===== config.mk =====
export PLATFORM = sky130hd
export DESIGN_NAME = inertia_scroll_engine_core
export DESIGN_NICKNAME = d
export VERILOG_FILES = /design/src/sv/ise_pkg.sv /design/src/sv/ise_mul.sv /design/src/sv/ise_div.sv /design/src/sv/inertia_scroll_engine_core.sv
export SDC_FILE = /design/constraint.sdc
export NUM_CORES = 2
export LEC_CHECK = 0
export ABC_AREA = 0
export BUFFER_PORTS_ARGS = -buffer_cell sky130_fd_sc_hd__buf_2
export CORE_MARGIN = 10
export CORE_UTILIZATION = 45
export DETAILED_ROUTE_END_ITERATION = 8
export PLACE_DENSITY_LB_ADDON = 0.05
export SYNTH_ARGS = -nofsm -noshare
export SYNTH_HDL_FRONTEND = slang
export SYNTH_SLANG_ARGS = --single-unit

===== constraint.sdc =====
create_clock -name aclk -period 32.4 [get_ports aclk]
set_input_delay 4.86 -clock aclk [delete_from_list [all_inputs] [get_ports aclk]]
set_output_delay 4.86 -clock aclk [all_outputs]
set_load 0.005 [all_outputs]

===== src/sv/ise_pkg.sv =====
// ============================================================================
// ise_pkg
// Shared types and constants of the inertia scroll engine: datapath widths,
// configuration register indexes, item opcodes, sequencer states and divider status.
// ============================================================================
package ise_pkg;

    // Field widths.
    localparam int DIST_W = 24;
    localparam int VEL_W  = 16;
    localparam int TIME_W = 24;

    // Configuration port.
    localparam int CFG_IDX_W  = 3;
    localparam int CFG_DATA_W = 16;

    localparam logic [CFG_IDX_W-1:0] CFG_TRIGGER_SPEED  = 3'd0;
    localparam logic [CFG_IDX_W-1:0] CFG_FRICTION       = 3'd1;
    localparam logic [CFG_IDX_W-1:0] CFG_TICK_INTERVAL  = 3'd2;
    localparam logic [CFG_IDX_W-1:0] CFG_STEP_DISTANCE  = 3'd3;
    localparam logic [CFG_IDX_W-1:0] CFG_NATURAL_SCROLL = 3'd4;

    // Item opcodes.
    localparam logic OP_TOUCH = 1'b0;
    localparam logic OP_TICK  = 1'b1;

    // Shared multiplier operand and product widths.
    localparam int MA_W = 27;
    localparam int MB_W = 25;
    localparam int MP_W = MA_W + MB_W;

    // Shared divider: dividend, divisor and quotient widths.
    localparam int DVD_W  = 59;
    localparam int DVS_W  = 51;
    localparam int QUO_W  = 25;
    localparam int QCNT_W = $clog2(QUO_W + 1);

    // Sequencer states.
    typedef enum logic [3:0] {
        ST_IDLE,
        ST_DECODE,
        ST_DIV_X_GO,
        ST_DIV_X_WAIT,
        ST_DIV_Y_GO,
        ST_DIV_Y_WAIT,
        ST_DUR_MUL,
        ST_DUR_LOAD,
        ST_DUR_GO,
        ST_DUR_WAIT,
        ST_TICK_MUL1,
        ST_TICK_MUL2,
        ST_TICK_MUL3,
        ST_TICK_LOAD,
        ST_DONE
    } state_t;

    // Divider status toward the sequencer.
    typedef struct packed {
        logic done;
        logic ovf;
    } div_status_t;

endpackage


===== src/sv/ise_mul.sv =====
// ============================================================================
// ise_mul
// Shared unsigned multiplier with a registered product. The sequencer loads
// new operands and sets the enable; the product is ready in the next cycle.
// ============================================================================
module ise_mul (
    input  logic                      aclk,
    input  logic                      en,
    input  logic [ise_pkg::MA_W-1:0]  a,
    input  logic [ise_pkg::MB_W-1:0]  b,
    output logic [ise_pkg::MP_W-1:0]  p
);

    logic [ise_pkg::MP_W-1:0] p_reg;
    logic [ise_pkg::MP_W-1:0] p_next;

    // Both operands are zero extended to the product width.
    assign p_next = {{ise_pkg::MB_W{1'b0}}, a} * {{ise_pkg::MA_W{1'b0}}, b};

    always_ff @(posedge aclk) begin
        if (en) begin
            p_reg <= p_next;
        end
    end

    assign p = p_reg;

endmodule


===== src/sv/ise_div.sv =====
// ============================================================================
// ise_div
// Shared restoring divider, one quotient bit per cycle. A quotient that
// would not fit in QUO_W bits is flagged as overflow right after start.
// ============================================================================
module ise_div (
    input  logic                       aclk,
    input  logic                       aresetn,
    input  logic                       start,
    input  logic [ise_pkg::DVD_W-1:0]  dividend,
    input  logic [ise_pkg::DVS_W-1:0]  divisor,
    output logic [ise_pkg::QUO_W-1:0]  quotient,
    output ise_pkg::div_status_t       status
);

    localparam int HI_W  = ise_pkg::DVD_W - ise_pkg::QUO_W;
    localparam int PAD_W = ise_pkg::DVS_W - HI_W;

    logic [ise_pkg::DVS_W-1:0]  rem_reg, rem_next;
    logic [ise_pkg::QUO_W-1:0]  qr_reg, qr_next;
    logic [ise_pkg::QCNT_W-1:0] cnt_reg, cnt_next;
    logic                       busy_reg, busy_next;
    logic                       done_reg, done_next;
    logic                       ovf_reg, ovf_next;

    logic [ise_pkg::DVS_W-1:0]  hi_part;
    logic [ise_pkg::DVS_W:0]    shifted;
    logic [ise_pkg::DVS_W:0]    trial;
    logic                       qbit;

    // Upper dividend bits must stay below the divisor for the quotient to fit.
    assign hi_part = {{PAD_W{1'b0}}, dividend[ise_pkg::DVD_W-1:ise_pkg::QUO_W]};

    // Bring down the next dividend bit and try to subtract the divisor.
    assign shifted = {rem_reg, qr_reg[ise_pkg::QUO_W-1]};
    assign trial   = shifted - {1'b0, divisor};
    assign qbit    = (shifted >= {1'b0, divisor});

    always_comb begin
        rem_next  = rem_reg;
        qr_next   = qr_reg;
        cnt_next  = cnt_reg;
        busy_next = busy_reg;
        done_next = 1'b0;
        ovf_next  = ovf_reg;
        if (start) begin
            if (hi_part >= divisor) begin
                ovf_next  = 1'b1;
                done_next = 1'b1;
            end else begin
                ovf_next  = 1'b0;
                rem_next  = hi_part;
                qr_next   = dividend[ise_pkg::QUO_W-1:0];
                cnt_next  = ise_pkg::QCNT_W'(ise_pkg::QUO_W);
                busy_next = 1'b1;
            end
        end else if (busy_reg) begin
            rem_next = qbit ? trial[ise_pkg::DVS_W-1:0] : shifted[ise_pkg::DVS_W-1:0];
            qr_next  = {qr_reg[ise_pkg::QUO_W-2:0], qbit};
            cnt_next = cnt_reg - ise_pkg::QCNT_W'(1);
            if (cnt_reg == ise_pkg::QCNT_W'(1)) begin
                busy_next = 1'b0;
                done_next = 1'b1;
            end
        end
    end

    // Control state.
    always_ff @(posedge aclk) begin
        if (!aresetn) begin
            busy_reg <= 1'b0;
            done_reg <= 1'b0;
            cnt_reg  <= '0;
        end else begin
            busy_reg <= busy_next;
            done_reg <= done_next;
            cnt_reg  <= cnt_next;
        end
    end

    // Partial remainder and quotient shift register.
    always_ff @(posedge aclk) begin
        rem_reg <= rem_next;
        qr_reg  <= qr_next;
        ovf_reg <= ovf_next;
    end

    assign quotient    = qr_reg;
    assign status.done = done_reg;
    assign status.ovf  = ovf_reg;

endmodule


===== src/sv/inertia_scroll_engine_core.sv =====
// ============================================================================
// inertia_scroll_engine_core
// Kinetic scroller with linear deceleration: passes held scroll distances
// through and slides vertically after release until the slide time runs out.
// ============================================================================
// The block takes one transaction at a time and is not ready while it works
// on it. The shared divider produces one quotient bit per cycle: a held touch
// report needs two divisions, a release that starts a slide needs one, a
// slide tick needs three multiplications and one division, and every other
// item needs no division. The result sits in an output register, so the
// next item is accepted while a finished result still waits to be taken.
// Configuration is written through cfg_wr_en, cfg_index and cfg_wdata; the
// user must write it only while the block is idle, and the block has no guard
// for this. An index beyond the register list is ignored.
module inertia_scroll_engine_core (
    input  logic                                  aclk,
    input  logic                                  aresetn,

    input  logic                                  cfg_wr_en,
    input  logic [ise_pkg::CFG_IDX_W-1:0]         cfg_index,
    input  logic [ise_pkg::CFG_DATA_W-1:0]        cfg_wdata,

    input  logic                                  s_valid,
    output logic                                  s_ready,
    input  logic                                  s_op,
    input  logic                                  s_holding,
    input  logic signed [ise_pkg::DIST_W-1:0]     s_scroll_dx,
    input  logic signed [ise_pkg::DIST_W-1:0]     s_scroll_dy,
    input  logic signed [ise_pkg::VEL_W-1:0]      s_velocity_x,
    input  logic signed [ise_pkg::VEL_W-1:0]      s_velocity_y,
    input  logic                                  s_pointer_moved,

    output logic                                  m_valid,
    input  logic                                  m_ready,
    output logic                                  m_scroll_valid,
    output logic signed [ise_pkg::DIST_W-1:0]     m_scroll_out_x,
    output logic signed [ise_pkg::DIST_W-1:0]     m_scroll_out_y,
    output logic                                  m_inertia_active,
    output logic                                  m_inertia_changed
);

    localparam logic [ise_pkg::DIST_W-1:0] SAT_POS  = 24'h7FFFFF;
    localparam logic [ise_pkg::DIST_W-1:0] SAT_NEG  = 24'h800000;
    localparam logic [ise_pkg::TIME_W-1:0] TIME_MAX = 24'hFFFFFF;
    localparam logic [ise_pkg::MA_W-1:0]   DUR_SCALE = 27'd1000;

    // ------------------------------------------------------------------
    // Helper functions.
    // ------------------------------------------------------------------
    function automatic logic [ise_pkg::VEL_W-1:0] mag16(input logic [ise_pkg::VEL_W-1:0] v);
        return v[ise_pkg::VEL_W-1] ? (~v + 16'd1) : v;
    endfunction

    function automatic logic [ise_pkg::DIST_W-1:0] mag24(
        input logic [ise_pkg::DIST_W-1:0] v
    );
        return v[ise_pkg::DIST_W-1] ? (~v + 24'd1) : v;
    endfunction

    // Apply the sign and saturate to the 24-bit signed range.
    function automatic logic [ise_pkg::DIST_W-1:0] sat_emit(
        input logic                       neg,
        input logic [ise_pkg::QUO_W-1:0]  q,
        input logic                       ovf
    );
        logic [ise_pkg::DIST_W-1:0] r;
        if (neg) begin
            if (ovf || (q > {1'b0, SAT_NEG})) begin
                r = SAT_NEG;
            end else begin
                r = ~q[ise_pkg::DIST_W-1:0] + 24'd1;
            end
        end else begin
            if (ovf || (q > {1'b0, SAT_POS})) begin
                r = SAT_POS;
            end else begin
                r = q[ise_pkg::DIST_W-1:0];
            end
        end
        return r;
    endfunction

    // ------------------------------------------------------------------
    // Declarations.
    // ------------------------------------------------------------------
    ise_pkg::state_t state_reg, state_next;

    // Configuration registers.
    logic [14:0] trig_reg;
    logic [15:0] fric_reg;
    logic [9:0]  tick_reg;
    logic [15:0] step_reg;
    logic        nat_reg;

    // Latched input transaction.
    logic                             op_reg;
    logic                             hold_reg;
    logic [ise_pkg::DIST_W-1:0]       dx_reg;
    logic [ise_pkg::DIST_W-1:0]       dy_reg;
    logic [ise_pkg::VEL_W-1:0]        in_vx_reg;
    logic [ise_pkg::VEL_W-1:0]        in_vy_reg;
    logic                             pm_reg;

    // Scroller state.
    logic                             sliding_reg;
    logic [ise_pkg::VEL_W-1:0]        hvx_reg;
    logic [ise_pkg::VEL_W-1:0]        hvy_reg;
    logic [ise_pkg::VEL_W-1:0]        sv_reg;
    logic [ise_pkg::TIME_W-1:0]       dur_reg;
    logic [ise_pkg::TIME_W-1:0]       el_reg;

    // Working registers of the current item.
    logic                             was_reg;
    logic                             negx_reg;
    logic                             negy_reg;
    logic [9:0]                       d1_reg;
    logic [ise_pkg::TIME_W:0]         s2_reg;
    logic [ise_pkg::DVD_W-2:0]        num_reg;
    logic [ise_pkg::DVD_W-1:0]        dvd_reg;
    logic [ise_pkg::DVS_W-1:0]        dvs_reg;
    logic                             res_valid_reg;
    logic [ise_pkg::DIST_W-1:0]       res_x_reg;
    logic [ise_pkg::DIST_W-1:0]       res_y_reg;

    // Output register.
    logic                             m_valid_reg;
    logic                             m_scroll_valid_reg;
    logic [ise_pkg::DIST_W-1:0]       m_x_reg;
    logic [ise_pkg::DIST_W-1:0]       m_y_reg;
    logic                             m_active_reg;
    logic                             m_changed_reg;

    // Shared units.
    logic                             mul_en;
    logic [ise_pkg::MA_W-1:0]         mul_a;
    logic [ise_pkg::MB_W-1:0]         mul_b;
    logic [ise_pkg::MP_W-1:0]         mul_p;
    logic                             div_start;
    logic [ise_pkg::QUO_W-1:0]        div_q;
    ise_pkg::div_status_t             div_st;

    // Decode helpers.
    logic [15:0]                      step_eff;
    logic [15:0]                      fric_eff;
    logic [ise_pkg::MA_W-1:0]         step_x2000;
    logic                             trig_hit;
    logic                             out_free;
    logic [ise_pkg::TIME_W:0]         e_plus_i;
    logic [ise_pkg::TIME_W-1:0]       t2;
    logic [ise_pkg::TIME_W-1:0]       d1_full;
    logic [ise_pkg::TIME_W:0]         s2;
    logic [ise_pkg::TIME_W-1:0]       el_sat;
    logic                             tick_emit;
    logic                             tick_end;

    // ------------------------------------------------------------------
    // Configuration registers.
    // ------------------------------------------------------------------
    always_ff @(posedge aclk) begin
        if (!aresetn) begin
            trig_reg <= 15'd100;
            fric_reg <= 16'd1000;
            tick_reg <= 10'd16;
            step_reg <= 16'd1;
            nat_reg  <= 1'b0;
        end else if (cfg_wr_en) begin
            case (cfg_index)
                ise_pkg::CFG_TRIGGER_SPEED:  trig_reg <= cfg_wdata[14:0];
                ise_pkg::CFG_FRICTION:       fric_reg <= cfg_wdata;
                ise_pkg::CFG_TICK_INTERVAL:  tick_reg <= cfg_wdata[9:0];
                ise_pkg::CFG_STEP_DISTANCE:  step_reg <= cfg_wdata;
                ise_pkg::CFG_NATURAL_SCROLL: nat_reg  <= cfg_wdata[0];
                default: ;
            endcase
        end
    end

    // ------------------------------------------------------------------
    // Decode helpers. A zero step distance or friction acts as one.
    // ------------------------------------------------------------------
    assign step_eff = (step_reg == 16'd0) ? 16'd1 : step_reg;
    assign fric_eff = (fric_reg == 16'd0) ? 16'd1 : fric_reg;

    // step * 2000 as 2048 - 32 - 16.
    assign step_x2000 = ({11'd0, step_eff} << 11) - ({11'd0, step_eff} << 5)
                      - ({11'd0, step_eff} << 4);

    assign trig_hit = (mag16(hvx_reg) > {1'b0, trig_reg})
                   || (mag16(hvy_reg) > {1'b0, trig_reg});

    assign out_free = !m_valid_reg || m_ready;

    // Tick: slide one interval further, or close out at the slide duration.
    always_comb begin
        e_plus_i  = {1'b0, el_reg} + {15'd0, tick_reg};
        tick_emit = 1'b0;
        tick_end  = 1'b0;
        t2        = dur_reg;
        if (e_plus_i < {1'b0, dur_reg}) begin
            tick_emit = 1'b1;
            t2        = e_plus_i[ise_pkg::TIME_W-1:0];
        end else if (el_reg < dur_reg) begin
            tick_emit = 1'b1;
            tick_end  = 1'b1;
        end else begin
            tick_end  = 1'b1;
        end
        d1_full = t2 - el_reg;
        s2      = {dur_reg, 1'b0} - {1'b0, el_reg} - {1'b0, t2};
        el_sat  = e_plus_i[ise_pkg::TIME_W] ? TIME_MAX : e_plus_i[ise_pkg::TIME_W-1:0];
    end

    // ------------------------------------------------------------------
    // Sequencer: next state.
    // ------------------------------------------------------------------
    always_comb begin
        state_next = state_reg;
        case (state_reg)
            ise_pkg::ST_IDLE: begin
                if (s_valid) begin
                    state_next = ise_pkg::ST_DECODE;
                end
            end
            ise_pkg::ST_DECODE: begin
                if (op_reg == ise_pkg::OP_TOUCH) begin
                    if (hold_reg) begin
                        state_next = ise_pkg::ST_DIV_X_GO;
                    end else if (trig_hit) begin
                        state_next = ise_pkg::ST_DUR_MUL;
                    end else begin
                        state_next = ise_pkg::ST_DONE;
                    end
                end else if (sliding_reg && tick_emit) begin
                    state_next = ise_pkg::ST_TICK_MUL1;
                end else begin
                    state_next = ise_pkg::ST_DONE;
                end
            end
            ise_pkg::ST_DIV_X_GO:   state_next = ise_pkg::ST_DIV_X_WAIT;
            ise_pkg::ST_DIV_X_WAIT: begin
                if (div_st.done) begin
                    state_next = ise_pkg::ST_DIV_Y_GO;
                end
            end
            ise_pkg::ST_DIV_Y_GO:   state_next = ise_pkg::ST_DIV_Y_WAIT;
            ise_pkg::ST_DIV_Y_WAIT: begin
                if (div_st.done) begin
                    state_next = ise_pkg::ST_DONE;
                end
            end
            ise_pkg::ST_DUR_MUL:    state_next = ise_pkg::ST_DUR_LOAD;
            ise_pkg::ST_DUR_LOAD:   state_next = ise_pkg::ST_DUR_GO;
            ise_pkg::ST_DUR_GO:     state_next = ise_pkg::ST_DUR_WAIT;
            ise_pkg::ST_DUR_WAIT: begin
                if (div_st.done) begin
                    state_next = ise_pkg::ST_DONE;
                end
            end
            ise_pkg::ST_TICK_MUL1:  state_next = ise_pkg::ST_TICK_MUL2;
            ise_pkg::ST_TICK_MUL2:  state_next = ise_pkg::ST_TICK_MUL3;
            ise_pkg::ST_TICK_MUL3:  state_next = ise_pkg::ST_TICK_LOAD;
            ise_pkg::ST_TICK_LOAD:  state_next = ise_pkg::ST_DIV_Y_GO;
            ise_pkg::ST_DONE: begin
                if (out_free) begin
                    state_next = ise_pkg::ST_IDLE;
                end
            end
            default: state_next = ise_pkg::ST_IDLE;
        endcase
    end

    always_ff @(posedge aclk) begin
        if (!aresetn) begin
            state_reg <= ise_pkg::ST_IDLE;
        end else begin
            state_reg <= state_next;
        end
    end

    // ------------------------------------------------------------------
    // Sequencer: controls for the shared units.
    // ------------------------------------------------------------------
    always_comb begin
        mul_en    = 1'b0;
        mul_a     = '0;
        mul_b     = '0;
        div_start = 1'b0;
        case (state_reg)
            ise_pkg::ST_DUR_MUL: begin
                // 1000 * |v|
                mul_en = 1'b1;
                mul_a  = DUR_SCALE;
                mul_b  = {9'd0, mag16(sv_reg)};
            end
            ise_pkg::ST_TICK_MUL1: begin
                // |v| * (t2 - t1)
                mul_en = 1'b1;
                mul_a  = {11'd0, mag16(sv_reg)};
                mul_b  = {15'd0, d1_reg};
            end
            ise_pkg::ST_TICK_MUL2: begin
                // ... * (2T - t1 - t2)
                mul_en = 1'b1;
                mul_a  = mul_p[ise_pkg::MA_W-1:0];
                mul_b  = s2_reg;
            end
            ise_pkg::ST_TICK_MUL3: begin
                // Denominator 2000 * step * T.
                mul_en = 1'b1;
                mul_a  = step_x2000;
                mul_b  = {1'b0, dur_reg};
            end
            ise_pkg::ST_DIV_X_GO,
            ise_pkg::ST_DIV_Y_GO,
            ise_pkg::ST_DUR_GO: begin
                div_start = 1'b1;
            end
            default: ;
        endcase
    end

    // ------------------------------------------------------------------
    // Scroller state and output valid.
    // ------------------------------------------------------------------
    always_ff @(posedge aclk) begin
        if (!aresetn) begin
            sliding_reg <= 1'b0;
            hvx_reg     <= '0;
            hvy_reg     <= '0;
            sv_reg      <= '0;
            dur_reg     <= '0;
            el_reg      <= '0;
            m_valid_reg <= 1'b0;
        end else begin
            case (state_reg)
                ise_pkg::ST_DECODE: begin
                    if (op_reg == ise_pkg::OP_TOUCH) begin
                        if (hold_reg) begin
                            sliding_reg <= 1'b0;
                            hvx_reg     <= in_vx_reg;
                            hvy_reg     <= in_vy_reg;
                        end else begin
                            if (trig_hit) begin
                                // Release with enough speed (re)starts the slide.
                                sliding_reg <= 1'b1;
                                el_reg      <= '0;
                                sv_reg      <= hvy_reg;
                            end else if (pm_reg) begin
                                sliding_reg <= 1'b0;
                            end
                            hvx_reg <= '0;
                            hvy_reg <= '0;
                        end
                    end else if (sliding_reg) begin
                        el_reg <= el_sat;
                        if (tick_end) begin
                            sliding_reg <= 1'b0;
                        end
                    end
                end
                ise_pkg::ST_DUR_WAIT: begin
                    if (div_st.done) begin
                        dur_reg <= (div_st.ovf || div_q[ise_pkg::QUO_W-1]) ?
                                   TIME_MAX : div_q[ise_pkg::TIME_W-1:0];
                    end
                end
                default: ;
            endcase

            // Output handshake.
            if ((state_reg == ise_pkg::ST_DONE) && out_free) begin
                m_valid_reg <= 1'b1;
            end else if (m_ready) begin
                m_valid_reg <= 1'b0;
            end
        end
    end

    // ------------------------------------------------------------------
    // Input latch, working registers and output payload.
    // ------------------------------------------------------------------
    always_ff @(posedge aclk) begin
        case (state_reg)
            ise_pkg::ST_IDLE: begin
                if (s_valid) begin
                    op_reg    <= s_op;
                    hold_reg  <= s_holding;
                    dx_reg    <= s_scroll_dx;
                    dy_reg    <= s_scroll_dy;
                    in_vx_reg <= s_velocity_x;
                    in_vy_reg <= s_velocity_y;
                    pm_reg    <= s_pointer_moved;
                end
            end
            ise_pkg::ST_DECODE: begin
                was_reg       <= sliding_reg;
                res_valid_reg <= 1'b0;
                res_x_reg     <= '0;
                res_y_reg     <= '0;
                negx_reg      <= dx_reg[ise_pkg::DIST_W-1] ^ nat_reg;
                negy_reg      <= dy_reg[ise_pkg::DIST_W-1] ^ nat_reg;
                dvs_reg       <= {35'd0, step_eff};
                dvd_reg       <= {35'd0, mag24(dx_reg)} + {44'd0, step_eff[15:1]};
                d1_reg        <= d1_full[9:0];
                s2_reg        <= s2;
                if (op_reg == ise_pkg::OP_TOUCH) begin
                    res_valid_reg <= hold_reg;
                end else begin
                    res_valid_reg <= sliding_reg && tick_emit;
                    negy_reg      <= sv_reg[ise_pkg::VEL_W-1] ^ nat_reg;
                end
            end
            ise_pkg::ST_DIV_X_WAIT: begin
                if (div_st.done) begin
                    res_x_reg <= sat_emit(negx_reg, div_q, div_st.ovf);
                    dvd_reg   <= {35'd0, mag24(dy_reg)} + {44'd0, step_eff[15:1]};
                end
            end
            ise_pkg::ST_DIV_Y_WAIT: begin
                if (div_st.done) begin
                    res_y_reg <= sat_emit(negy_reg, div_q, div_st.ovf);
                end
            end
            ise_pkg::ST_DUR_LOAD: begin
                dvd_reg <= {7'd0, mul_p};
                dvs_reg <= {35'd0, fric_eff};
            end
            ise_pkg::ST_TICK_MUL3: begin
                num_reg <= {mul_p[49:0], 8'd0};
            end
            ise_pkg::ST_TICK_LOAD: begin
                // Round half away from zero: add half the denominator.
                dvs_reg <= mul_p[ise_pkg::DVS_W-1:0];
                dvd_reg <= {1'b0, num_reg} + {9'd0, mul_p[ise_pkg::DVS_W-1:1]};
            end
            ise_pkg::ST_DONE: begin
                if (out_free) begin
                    m_scroll_valid_reg <= res_valid_reg;
                    m_x_reg            <= res_x_reg;
                    m_y_reg            <= res_y_reg;
                    m_active_reg       <= sliding_reg;
                    m_changed_reg      <= sliding_reg ^ was_reg;
                end
            end
            default: ;
        endcase
    end

    // ------------------------------------------------------------------
    // Shared arithmetic units.
    // ------------------------------------------------------------------
    ise_mul u_mul (
        .aclk (aclk),
        .en   (mul_en),
        .a    (mul_a),
        .b    (mul_b),
        .p    (mul_p)
    );

    ise_div u_div (
        .aclk     (aclk),
        .aresetn  (aresetn),
        .start    (div_start),
        .dividend (dvd_reg),
        .divisor  (dvs_reg),
        .quotient (div_q),
        .status   (div_st)
    );

    // ------------------------------------------------------------------
    // Ports.
    // ------------------------------------------------------------------
    assign s_ready           = (state_reg == ise_pkg::ST_IDLE);
    assign m_valid           = m_valid_reg;
    assign m_scroll_valid    = m_scroll_valid_reg;
    assign m_scroll_out_x    = m_x_reg;
    assign m_scroll_out_y    = m_y_reg;
    assign m_inertia_active  = m_active_reg;
    assign m_inertia_changed = m_changed_reg;

endmodule


==> impl_metrics.env <==
export IMPL_report_final_hold_viol_count=0
export IMPL_netlist_area_um2=63800
export IMPL_fmaxAchievable_ghz=0.0761
export IMPL_cts_max_level=3
export IMPL_ys_ff_latch=677
export IMPL_n_fill_cell=13600
export IMPL_first_pass_grt_wire_length_mm=323
export IMPL_dieHeight_um=396
export IMPL_cts_setup_buffers=0
export IMPL_synth_yosys_seq_area_share_pct=29.3
export IMPL_syn_num_nets=8168
export IMPL_clock_tree_from_tritoncts="done"
export IMPL_crit_path_max_incr_delay_ns=0.74
export IMPL_dp_cells=8805
export IMPL_post_drt_via_cell_ratio=5.68
export IMPL_synth_ff_type="edfxtp_1"
export IMPL_final_core_utilization_pct=49.2
export IMPL_layout_drive_gt1_share_pct=7.45
export IMPL_gr_usage_all_layers_pct=26.7
export IMPL_cts_sink_count=677
export IMPL_dr_total_vias=50900
export IMPL_insertion_delay_ns=0.71
export IMPL_yosys_warnings=0
export IMPL_wirelength_mm=212
export IMPL_rrSetupSlack_ns=19.26
export IMPL_floorplan_die_width_um=396
export IMPL_end_kind="flip-flop"
export IMPL_post_synth_inst_count=6953
export IMPL_critical_path_max_fanout=19
export IMPL_rsz0062_at_grt="no"
export IMPL_postRouteAntennaNets=0
export IMPL_antenna_found_initial=8
export IMPL_antenna_cells_inserted=0
export IMPL_most_common_layout_cells="1005 x nand2_1, 959 x inv_1, 608 x fa_1"
export IMPL_power_density_nw_per_um2=64.7
export IMPL_final_cell_area_um2=69500
export IMPL_power_leakage_nw=30.1
export IMPL_top_layer="met4"
export IMPL_report_final_slew_viol_count=0
export IMPL_core_area_um2=141000
export IMPL_ys_async_sr_fraction_pct=0
export IMPL_pre_cts_slack_ns=19.41
export IMPL_layout_min_cycle_time_ns=13.14
export IMPL_ctsLongestPathBuffers=3
export IMPL_slowest_stage="fa_1"
export IMPL_layoutNonFillerInstCount=8953
export IMPL_outcome="completed"
export IMPL_post_cts_hold_buffer_count=0
export IMPL_peakVddDrop_uv=135
export IMPL_fp_dieArea_um2=157000
export IMPL_critPathKind="reg2reg"
export IMPL_fin_skew_ns=0.0813
export IMPL_crit_top_cell="fa_1"
export IMPL_share_of_the_cycle_needed_by_the_critical_path_after_routing_pct=40.6
export IMPL_grt_start_max_net_pins=83
export IMPL_detail_route_wirelength_met1_mm=96.7
export IMPL_cp_start_kind="flip-flop"
export IMPL_synth_lib_cells_used_distinct=92
export IMPL_drcViolationCount=0
export IMPL_max_slew_margin_pct=22.4
export IMPL_start_util_pct=45.1
export IMPL_wire_per_inst_um=23.7
export IMPL_first_iteration_detailed_routing_drc_count=4445
export IMPL_largest_register_ff_count=59
export IMPL_clk_root_buffer_cell="clkbuf_16"
export IMPL_place_congestion=0.940
export IMPL_final_hold_worst_slack_ns=0.412
export IMPL_cts_resized=0
export IMPL_worst_setup_hold_path_clk_slew_ns=0.06
export IMPL_worst_ep_required_time_ns=32.78
export IMPL_portBuffers=159
export IMPL_final_common_cell="nand2_1"
export IMPL_fin_ws_ns=19.26
export IMPL_max_cap_violations=0
export IMPL_synth_enable_flop_cells=510
export IMPL_layout_nets=8211
export IMPL_worst_slew_pin_slew_ns=1.15
export IMPL_grt_overflow_total=0
export IMPL_hp_class="reg2reg"
export IMPL_flow_area_growth_from_synthesis_pct=9.07
export IMPL_placedInstanceArea_um2=66800
export IMPL_report_final_setup_viol=0
export IMPL_route_met2_wl_mm=95.0
export IMPL_syn_area_per_cell_um2=9.17
export IMPL_drtPass1Iterations=6
export IMPL_fin_total_pwr_mw=4.50
export IMPL_met3_wirelength_mm=13.1
export IMPL_dp_hpwl_mm=165
export IMPL_setup_tns_final_ns=0
export IMPL_design_portCount=160
export IMPL_crit_arrival_ns=13.52
export IMPL_cts_inserted_buffers=79
export IMPL_first_global_vias=51000
export IMPL_rows=138
cells in the mapped netlist, drive strengths merged, types with 44 or more instances:
| cell type | instances | area (µm²) |
|---|---|---|
| edfxtp | 510 | 15300 |
| xor2 | 123 | 1080 |
| fa | 608 | 12200 |
| nand4 | 52 | 325 |
| a21oi | 424 | 2120 |
| dfxtp | 167 | 3340 |
| nor2b | 54 | 338 |
| o21a | 61 | 458 |
| nand2 | 1007 | 3780 |
| a22oi | 52 | 390 |
| nand3 | 132 | 671 |
| o21ai | 308 | 1550 |
| ha | 500 | 6260 |
| nor3 | 84 | 420 |
| mux2i | 54 | 541 |
| nor4 | 44 | 275 |
| nor2 | 456 | 1720 |
| clkbuf | 290 | 1090 |
| inv | 963 | 3610 |
| and2 | 115 | 722 |
| xnor2 | 177 | 1550 |
| a21o | 123 | 923 |
logic make-up after synthesis:
kind of cell / share of synthesized area (%)
buf+inv: 7.56
flops: 29.3
fa+ha+maj: 28.9
xor+xnor: 4.12
compound gates: 14.2
mux: 1.06
simple gates: 14.9
power breakdown:
part / total, mW / switching (mW) / internal (mW)
combinational: 2.05 / 1.31 / 0.736
clock: 0.934 / 0.395 / 0.539
sequential: 1.52 / 0.202 / 1.32
total: 4.50 / 1.91 / 2.59
per-layer routing:
metal  vias to the layer above  track usage [%]
li1                      23500                -
met2                      1701             42.1
met4                         0             8.80
met1                     25400             37.8
met5                         -                0
met3                       312             3.51
critical path: cells and delay by family (launching register included):
kind                       cells  cell delay, ns
buffers and inverters          9            1.46
AOI/OAI and AO/OA              9            2.73
xor gates and xnor gates       2            0.31
DFF                            1            0.32
and+or+nand+nor               10            2.84
adders and majority gates     11            5.14
worst paths after layout:
check / from / end / depth (start not counted)
max: step_reg[13] / u_mul.p[46] / 41
min: res_x_reg[20] / m_scroll_out_x[20] / 0
max reg2reg: step_reg[13] / u_mul.p[46] / 41
min reg2reg: res_x_reg[20] / m_scroll_out_x[20] / 0
final cells by class:
class | count | area, µm² | share of cell area, %
Multi-Input combinational cell | 4999 | 40500 | 58.2
Clock inverter | 45 | 559 | 0.804
Timing Repair Buffer | 275 | 1670 | 2.40
Sequential cell | 677 | 18700 | 26.8
Clock buffer | 103 | 2180 | 3.14
Tap cell | 1890 | 2360 | 3.40
Inverter | 964 | 3620 | 5.21
Power figures use the tool's default switching activity.
